==> config.mk <==
export PLATFORM = sky130hd
export DESIGN_NAME = atb_front
export DESIGN_NICKNAME = d
export VERILOG_FILES = /design/src/hdl/adaptive_threshold_binarizer_top_assert.svh /design/src/hdl/atb_pkg.sv /design/src/hdl/atb_front.sv
export SDC_FILE = /design/constraint.sdc
export NUM_CORES = 1
export LEC_CHECK = 0
export BUFFER_PORTS_ARGS = -buffer_cell sky130_fd_sc_hd__buf_2
export CAP_MARGIN = 20
export CELL_PAD_IN_SITES_DETAIL_PLACEMENT = 0
export CELL_PAD_IN_SITES_GLOBAL_PLACEMENT = 1
export CORE_UTILIZATION = 40
export DETAILED_ROUTE_END_ITERATION = 8
export HOLD_SLACK_MARGIN = 0.02
export PLACE_DENSITY = 0.77
export SLEW_MARGIN = 10
export SYNTH_ARGS = -nofsm -noshare
export SYNTH_HDL_FRONTEND = slang
export SYNTH_SLANG_ARGS = --single-unit
export TNS_END_PERCENT = 50
==> constraint.sdc <==
create_clock -name clk -period 2.8 [get_ports clk]
set_input_delay 0.42 -clock clk [delete_from_list [all_inputs] [get_ports clk]]
set_output_delay 0.42 -clock clk [all_outputs]
set_load 0.1 [all_outputs]
==> src/hdl/adaptive_threshold_binarizer_top_assert.svh <==
// Assertion macros for the adaptive threshold binarizer
`ifndef ADAPTIVE_THRESHOLD_BINARIZER_TOP_ASSERT_SVH
`define ADAPTIVE_THRESHOLD_BINARIZER_TOP_ASSERT_SVH
// Implication checked on every rising clock edge outside reset
`define ATB_ASSERT_IMP(label, ante, cons, msg) \
	label: assert property (@(posedge clk) disable iff (!arst_n) (ante) |-> (cons)) \
		else $error(msg);
// Next-cycle implication
`define ATB_ASSERT_NXT(label, ante, cons, msg) \
	label: assert property (@(posedge clk) disable iff (!arst_n) (ante) |=> (cons)) \
		else $error(msg);
`endif

==> src/hdl/atb_pkg.sv <==
//------------------------------------------------------------------------------
// atb_pkg
// Shared types and constants of the adaptive threshold binarizer.
//------------------------------------------------------------------------------
`timescale 1ns / 1ps
`default_nettype none
package atb_pkg;
	localparam int MaxWidthDef  = 256;
	localparam int MaxHeightDef = 256;
	localparam int DimW   = 9;
	localparam int KW     = 17;
	localparam int CfgIdxW = 2;
	localparam logic [CfgIdxW-1:0] REG_WIDTH  = 2'd0;
	localparam logic [CfgIdxW-1:0] REG_HEIGHT = 2'd1;
	localparam logic [CfgIdxW-1:0] REG_WEIGHT = 2'd2;
	localparam logic [DimW-1:0] WidthRst  = 9'd256;
	localparam logic [DimW-1:0] HeightRst = 9'd256;
	localparam logic [KW-1:0]   WeightRst = 17'd19661;
	localparam logic [KW-1:0]   QOne      = 17'd65536;
	localparam logic [7:0] BLACK = 8'd0;
	localparam logic [7:0] WHITE = 8'd255;

	typedef struct packed {
		logic       mode;
		logic [7:0] pixel;
	} in_item_t;

	typedef struct packed {
		logic [7:0] binary_value;
		logic       last;
	} out_item_t;
endpackage
`default_nettype wire

==> src/hdl/atb_front.sv <==
//------------------------------------------------------------------------------
// atb_front
// Accepts items, tracks frame position, classifies each item as a load or
// a read command for the command register; frameless reads are dropped.
//------------------------------------------------------------------------------
`timescale 1ns / 1ps
`default_nettype none
module atb_front
	import atb_pkg::*;
#(
	parameter int MaxWidth  = MaxWidthDef,
	parameter int MaxHeight = MaxHeightDef
) (
	input  wire logic           clk,
	input  wire logic           arst_n,
	input  wire logic           push,
	input  wire in_item_t       in_item,
	output logic                full,
	input  wire logic           restart,
	input  wire logic [DimW-1:0] width,
	input  wire logic [DimW-1:0] height,
	output logic                cmd_valid,
	input  wire logic           cmd_ready,
	output logic                cmd_load,
	output logic [7:0]          cmd_pixel,
	output logic [$clog2(MaxWidth)-1:0]  cmd_x,
	output logic [$clog2(MaxHeight)-1:0] cmd_y,
	output logic                cmd_first
);
	localparam int XW = $clog2(MaxWidth);
	localparam int YW = $clog2(MaxHeight);
	logic [XW:0] x_q;
	logic [YW:0] y_q;
	logic        loading_q;
	logic        ready_q;
	logic [XW:0] w_eff;
	logic [YW:0] h_eff;
	logic        acc;
	logic        x_end;
	logic        y_end;

	// clamp dimensions to [1, max]
	always_comb begin
		w_eff = (width == '0) ? (XW+1)'(1) :
			(32'(width) > MaxWidth) ? (XW+1)'(MaxWidth) : (XW+1)'(width);
		h_eff = (height == '0) ? (YW+1)'(1) :
			(32'(height) > MaxHeight) ? (YW+1)'(MaxHeight) : (YW+1)'(height);
	end

	assign full  = cmd_valid && !cmd_ready;
	assign acc   = push && !full;
	assign x_end = (x_q + 1'b1 == w_eff);
	assign y_end = (y_q + 1'b1 == h_eff);

	// advance position and frame state
	always_ff @(posedge clk or negedge arst_n) begin
		if (!arst_n) begin
			x_q <= '0; y_q <= '0; loading_q <= 1'b1; ready_q <= 1'b0;
			cmd_valid <= 1'b0;
		end else begin
			if (cmd_valid && cmd_ready) cmd_valid <= 1'b0;
			if (restart) begin
				x_q <= '0; y_q <= '0; loading_q <= 1'b1; ready_q <= 1'b0;
			end else if (acc) begin
				if (!in_item.mode) begin
					cmd_valid <= 1'b1;
					if (!loading_q || ready_q) begin
						// drop old frame and start with this pixel
						ready_q <= (w_eff == 1 && h_eff == 1);
						loading_q <= !(w_eff == 1 && h_eff == 1);
						x_q <= (w_eff == 1) ? '0 : (XW+1)'(1);
						y_q <= (w_eff == 1 && h_eff != 1) ? (YW+1)'(1) : '0;
					end else if (x_end) begin
						x_q <= '0;
						if (y_end) begin
							y_q <= '0; loading_q <= 1'b0; ready_q <= 1'b1;
						end else y_q <= y_q + 1'b1;
					end else x_q <= x_q + 1'b1;
				end else if (ready_q) begin
					cmd_valid <= 1'b1;
					if (x_end) begin
						x_q <= '0;
						if (y_end) begin
							y_q <= '0; ready_q <= 1'b0;
						end else y_q <= y_q + 1'b1;
					end else x_q <= x_q + 1'b1;
				end
			end
		end
	end

	// capture command payload
	always_ff @(posedge clk) begin
		if (acc) begin
			cmd_load  <= !in_item.mode;
			cmd_pixel <= in_item.pixel;
			cmd_first <= !loading_q || ready_q || (x_q == '0 && y_q == '0);
			if (!in_item.mode && (!loading_q || ready_q)) begin
				cmd_x <= '0; cmd_y <= '0;
			end else begin
				cmd_x <= x_q[XW-1:0]; cmd_y <= y_q[YW-1:0];
			end
		end
	end
endmodule
`default_nettype wire

==> results of run 1 <==
==> area by class of cell <==
class / instances / area [um2] / share of cell area, %
Multi-Input combinational cell: 223 / 1450 / 42.2
Clock buffer: 6 / 93.8 / 2.74
Sequential cell: 47 / 1310 / 38.1
Clock inverter: 2 / 17.5 / 0.511
Timing Repair Buffer: 74 / 408 / 11.9
Inverter: 9 / 33.8 / 0.985
Tap cell: 96 / 120 / 3.50
==> logic make-up after synthesis <==
logic type	share of synthesized area (%)
AO/OA/AOI/OAI	15.8
XOR/XNOR	5.72
adder cells (fa/ha/maj)	1.75
buffers and inverters	3.80
flip-flops	45.7
multiplexers	1.14
AND/OR/NAND/NOR	26.2
==> state kept, by name, summed over array words and instances, names as in the netlist, 8 cells and up <==
signal / flops
x_q: 9
cmd_y: 8
cmd_pixel: 8
y_q: 9
cmd_x: 8
==> power by group through the flow <==
stage	combinational (mW)	sequential, mW	clock [mW]
after floorplan	0.171	1.03	0
after global placement	0.505	0.819	0
after detailed placement	0.509	0.819	0
after CTS	0.510	0.805	0.482
after global routing	0.547	0.810	0.513
final	0.509	0.806	0.472
==> path summary, 6_finish.rpt <==
kind	start	endpoint	slack [ps]	cells past startpoint
max reg2reg	x_q[0]	y_q[8]	170	9
max in group asynchronous	arst_n	loading_q	2380	1
min in group clk	in_item[2]	cmd_pixel[2]	300	1
min reg2reg	x_q[8]	x_q[8]	540	1
max	x_q[0]	y_q[8]	170	9
min	arst_n	cmd_valid	60	1
==> Yosys cell counts, types with 2 or more instances <==
| master | instances | area [um2] |
|---|---|---|
| nand3b_1 | 4 | 30.0 |
| o21ai_0 | 12 | 60.1 |
| or3_1 | 7 | 43.8 |
| a41oi_1 | 2 | 17.5 |
| buf_1 | 3 | 11.3 |
| nor3_1 | 7 | 35.0 |
| a21o_1 | 3 | 22.5 |
| nand3_1 | 9 | 45.0 |
| o2bb2ai_1 | 2 | 17.5 |
| buf_2 | 6 | 30.0 |
| xor2_1 | 4 | 35.0 |
| ha_1 | 4 | 50.1 |
| a22o_1 | 2 | 17.5 |
| nand4_1 | 7 | 43.8 |
| nor2b_1 | 21 | 131 |
| or2_2 | 2 | 12.5 |
| nor2_1 | 30 | 113 |
| o211ai_1 | 4 | 30.0 |
| nor4b_1 | 3 | 26.3 |
| a221o_1 | 3 | 30.0 |
| edfxtp_1 | 26 | 781 |
| and3_1 | 6 | 37.5 |
| nand2b_1 | 4 | 25.0 |
| a31oi_1 | 7 | 43.8 |
| o21bai_1 | 2 | 15.0 |
| a21oi_1 | 12 | 60.1 |
| nor4_1 | 4 | 25.0 |
| o22ai_1 | 2 | 12.5 |
| dfrtp_1 | 20 | 500 |
| inv_1 | 9 | 33.8 |
| clkbuf_1 | 7 | 26.3 |
| nand2_1 | 22 | 82.6 |
| xnor2_1 | 12 | 105 |
==> per-stage QoR <==
step	worst slack [ps]	utilization, %
4_1_cts	175	49.9
5_1_grt	16.3	49.9
3_3_place_gp	219	48.3
3_5_place_dp	138	48.3
2_1_floorplan	282	-
6_report	171	49.9
==> per-layer routing <==
layer,GRT usage [%],share of wire [%],up-vias
met1,27.1,49,1130
li1,-,-,1214
met3,3.05,5.5,2
met5,0,0,-
met2,29.0,45,75
met4,3.64,0.25,0
==> flow_summary_export.csv, run 1 <==
group,metric,value,unit
cts,clock_path_buffers,2,
logic_synthesis,synth-main-ff-cell,"edfxtp_1",
logic_synthesis,syn_area,2860,um2
power,p_clk_share,26.4,%
power,internal-power,1.14,mW
logic_synthesis,synthArstFlopShare,44.7,%
global_routing,grt_max_degree,25,
logic_synthesis,postSynthCellCount,296,
floorplanning,die_x,86.6,um
drt,drc,0,
floorplanning,dieHeight,86.6,um
global_routing,gr-total-overflow,0,
drt,via_per_inst,5.30,
logic_synthesis,synth-edff-count,26,
sta,hold_ws,62.9,ps
layout,antenna_cells,0,
cts,insertion_delay,300,ps
critical_path,max_stage_delay,490,ps
power,powerDensity,521,nW/um2
power,switching_share,35.9,%
drt,vias,2421,
status,outcome,"completed",
hold_path,hold_class,"input pin to async pin",
power,p_sw,641,uW
layout,drive_gt1_share,25.5,%
sta,hold_viol,0,
sta,rsz0062_at_grt,"no",
cts,cts_sinks,47,
global_routing,grt_use_total,18.5,%
floorplanning,fp-row-count,30,
logic_synthesis,ys_ff_latch,47,
logic_synthesis,ys_seq_area_share,45.7,%
global_routing,antenna_found_initial,0,
cts,numCtsBuffers,5,
critical_path,crit_arrival,2820,ps
layout,fillers,659,
power,vdd_drop_max,0.279,mV
place,port_buffers,59,
cts,cts_resized,0,
critical_path,start_kind,"flop",
place,hpwlAfterDp,5020,um
critical_path,cp_num_buf_inv,0,
sta,slew_headroom,68.1,%
sta,final.setup.tns,0,ps
cts,postCtsHoldBufs,0,
power,power.total,1.79,mW
floorplanning,initial_core_util,41.7,%
logic_synthesis,synth_cell_types,61,
sta,finClkSkew,7.58,ps
place,place_area,3320,um2
place,gp_congestion,0.870,
critical_path,worst_setup_path_end_kind,"flop",
power,p_seq_share,45.1,%
floorplanning,ios,60,
critical_path,critPathSlowestCell,"dfrtp_1",
layout,stdcell_area,3430,um2
drt,drt-initial-drc-count,120,
layout,stdcell_count,457,
drt,drtAntennaViolNets,0,
sta,setup_violations,0,
drt,routedWlPerCell,14.2,um
job,maxCapViolCount,0,
power,combPwrFrac,28.5,%
logic_synthesis,yosys_warnings,0,
floorplanning,dieArea,7500,um2
drt,drt-pass1-iter-count,4,
critical_path,crit_chain,"ha_1, nand3_1, nor2_1, xnor2_1, mux2_2, a22oi_4, and2_4, o21ai_4, a221o_1",
sta,max_freq,0.380,GHz
sta,tightestPinTransition,466,ps
cts,root_buffer,"clkbuf_8",
global_routing,grt_pass1_wl,10800,um
sta,maxSlewViolCount,0,
sta,finalCritPeriodShare,93.9,%
critical_path,criticalPathCategory,"flop to flop",
logic_synthesis,synth_nets,332,
place,post-place-cells,449,
floorplanning,core,6870,um2
power,p_leak,1.46,nW
layout,fin_nets,396,
critical_path,critical-path-top-delay-family,"compound AO/OA/AOI/OAI gates",
critical_path,crit_required,2990,ps
sta,min_period,2630,ps
layout,mostFrequentLayoutCells,"buf_2, nor2_1, edfxtp_1, nand2_1, nor2b_1",
logic_synthesis,syn_avg_cell_area,9.68,um2
drt,finalWirelength,6500,um
global_routing,grt_pass1_vias,2162,
critical_path,worst-path-max-fanout,9,
layout,final_common_cell,"buf_2",
layout,area_growth,19.7,%
cts,cts_max_level,2,
cts,clk_pin_slew,90,ps
cts,cts_setup_buffers,0,
cts,cts_tree,"built",
No activity file was read; power rests on OpenSTA's default activity.
==> inputs of run 2 (changes only) <==
--- a/config.mk
+++ b/config.mk
@@ -12,6 +12,7 @@
 export CORE_UTILIZATION = 40
 export DETAILED_ROUTE_END_ITERATION = 8
 export HOLD_SLACK_MARGIN = 0.02
+export MAX_ROUTING_LAYER = met4
 export PLACE_DENSITY = 0.77
 export SLEW_MARGIN = 10
 export SYNTH_ARGS = -nofsm -noshare
==> constraint.sdc (replaced) <==
create_clock -name clk -period 3.1 [get_ports clk]
set_input_delay 0.465 -clock clk [delete_from_list [all_inputs] [get_ports clk]]
set_output_delay 0.465 -clock clk [all_outputs]
set_load 0.1 [all_outputs]
==> run 2 against run 1 <==
- register-to-register slack better by 90 ps
- count of clock-buffer cells in the layout unchanged
- first-iteration DRC count up 13%
- die area unchanged
- routed wire length down 2.6%
- critical path type unchanged
- highest routed layer unchanged
==> flow_summary_export.csv, run 2 (synthesis results as in run 1) <==
group,metric,value,unit
status,outcome,"completed",
layout,final_common_cell,"buf_2",
drt,finalWirelength,6330,um
layout,reg_top3,"x_q x9, y_q x9",
hold_path,hold_class,"input pin to async pin",
sta,min_period,2840,ps
power,power.total,1.52,mW
layout,finalCoreUtilization,48.7,%
cts,clk_pin_slew,80,ps
sta,finClkSkew,6.60,ps
cts,cts_tree,"built",
layout,area_growth,16.9,%
critical_path,cp_num_buf_inv,0,
critical_path,critPathSlowestCell,"dfrtp_1",
global_routing,antenna_found_initial,0,
place,port_buffers,59,
critical_path,start_kind,"flop",
place,gp_congestion,0.833,
floorplanning,initial_core_util,41.7,%
drt,drc,0,
sta,maxSlewViolCount,0,
floorplanning,dieHeight,86.6,um
cts,clock_path_buffers,2,
sta,max_freq,0.352,GHz
critical_path,crit_arrival,3020,ps
global_routing,grt_max_degree,25,
floorplanning,ios,60,
drt,via_per_inst,5.31,
drt,vias,2383,
sta,hold_viol,0,
power,vdd_drop_max,0.291,mV
layout,mostFrequentLayoutCells,"buf_2, nor2_1, edfxtp_1, nand2_1, nor2b_1",
sta,setup_violations,0,
floorplanning,fp-row-count,30,
power,p_leak,1.40,nW
global_routing,gr-total-overflow,0,
layout,drive_gt1_share,23.8,%
global_routing,grt_use_total,18.9,%
drt,drtAntennaViolNets,0,
cts,cts_max_level,2,
sta,tightestPinTransition,518,ps
critical_path,worst-path-max-fanout,9,
cts,numCtsBuffers,5,
critical_path,crit_chain,"ha_1, xor2_1, or3_1, a31oi_1, o21ai_0, nor2_1, and2_4, o21ai_4, a221o_1",
cts,insertion_delay,290,ps
floorplanning,die_x,86.6,um
drt,drt-initial-drc-count,135,
cts,cts_setup_buffers,0,
critical_path,criticalPathCategory,"flop to flop",
floorplanning,core,6870,um2
sta,slew_headroom,65.5,%
critical_path,crit_required,3280,ps
floorplanning,dieArea,7500,um2
layout,antenna_cells,0,
sta,rsz0062_at_grt,"no",
layout,fin_nets,388,
cts,cts_sinks,47,
critical_path,worst_setup_path_end_kind,"flop",
drt,routedWlPerCell,14.1,um
place,hpwlAfterDp,4840,um
drt,drt-pass1-iter-count,4,
cts,root_buffer,"clkbuf_8",
critical_path,max_stage_delay,470,ps
power,powerDensity,455,nW/um2
sta,final.setup.tns,0,ps
critical_path,critical-path-top-delay-family,"simple AND/OR/NAND/NOR gates",
global_routing,grt_pass1_wl,10800,um
sta,finalCritPeriodShare,91.7,%
job,maxCapViolCount,0,
global_routing,grt_pass1_vias,2215,
==> run 2: cell count changes in the layout (fill, tap and decap cells not counted) <==
cell / change
clkbuf_1: +1
a21oi_1: -1
clkbuf_16: -1
a21oi_2: +1
buf_4: -8
clkinv_2: +1
inv_6: -1
==> run 2: per-layer routing <==
| layer | share of wire (%) | wire length, um | global-route usage (%) | vias up |
|---|---|---|---|---|
| met2 | 44 | 2790 | 29.9 | 64 |
| met1 | 50 | 3180 | 25.8 | 1121 |
| met5 | 0 | 0 | - | - |
| met3 | 5.2 | 330 | 3.81 | 4 |
| met4 | 0.43 | 27 | 2.73 | 0 |
| li1 | - | - | - | 1194 |
==> run 2: worst paths after layout <==
check	start	end	slack (ps)	cells after the start
worst max-delay path	x_q[0]	y_q[8]	260	9
worst min-delay path	arst_n	x_q[6]	130	1
worst max register to register	x_q[0]	y_q[8]	260	9
worst min register to register	cmd_valid	cmd_valid	540	2
max in group asynchronous	arst_n	loading_q	2620	1
min in group clk	in_item[0]	cmd_pixel[0]	340	1
==> run 2: stage by stage <==
step                hold slack [ps]  instances  setup slack [ps]  area (um2)
floorplan                       169        296               582        2860
global placement                453        441               413        3260
detailed placement              459        441               286        3260
CTS                             143        449               270        3340
global route                    155        449              46.8        3350
finish                          126        449               257        3350
==> run 2: worst register-to-register path: stages, from the launching register on <==
cell and delay [ps]:
dfrtp_1 470, ha_1 310, xor2_1 220, or3_1 360, a31oi_1 150, o21ai_0 80
nor2_1 400, and2_4 280, o21ai_4 110, a221o_1 360
==> run 2: cell type report <==
class	instances	area, um2
clock buffers	6	72.6
clock inverters	2	13.8
fillers	657	3520
inverters	9	33.8
multi-input cells	223	1450
flip-flops and latches	47	1310
well taps	96	120
repair buffers	66	348
==> run 2: power by group <==
part / leakage [nW] / total, mW / switching [mW] / internal (mW)
Clock: 0.0452 / 0.352 / 0.193 / 0.159
Sequential: 0.546 / 0.731 / 0.0269 / 0.704
Combinational: 0.811 / 0.439 / 0.333 / 0.107
Total: 1.40 / 1.52 / 0.553 / 0.969
==> run 2: what timing repair did <==
| item | in CTS | in global routing |
|---|---|---|
| endpoints found under the hold margin | 0 | 0 |
| endpoints found under the setup margin | 0 | 4 |
| hold buffers | 0 | 0 |
| resized for setup | 0 | 1 |
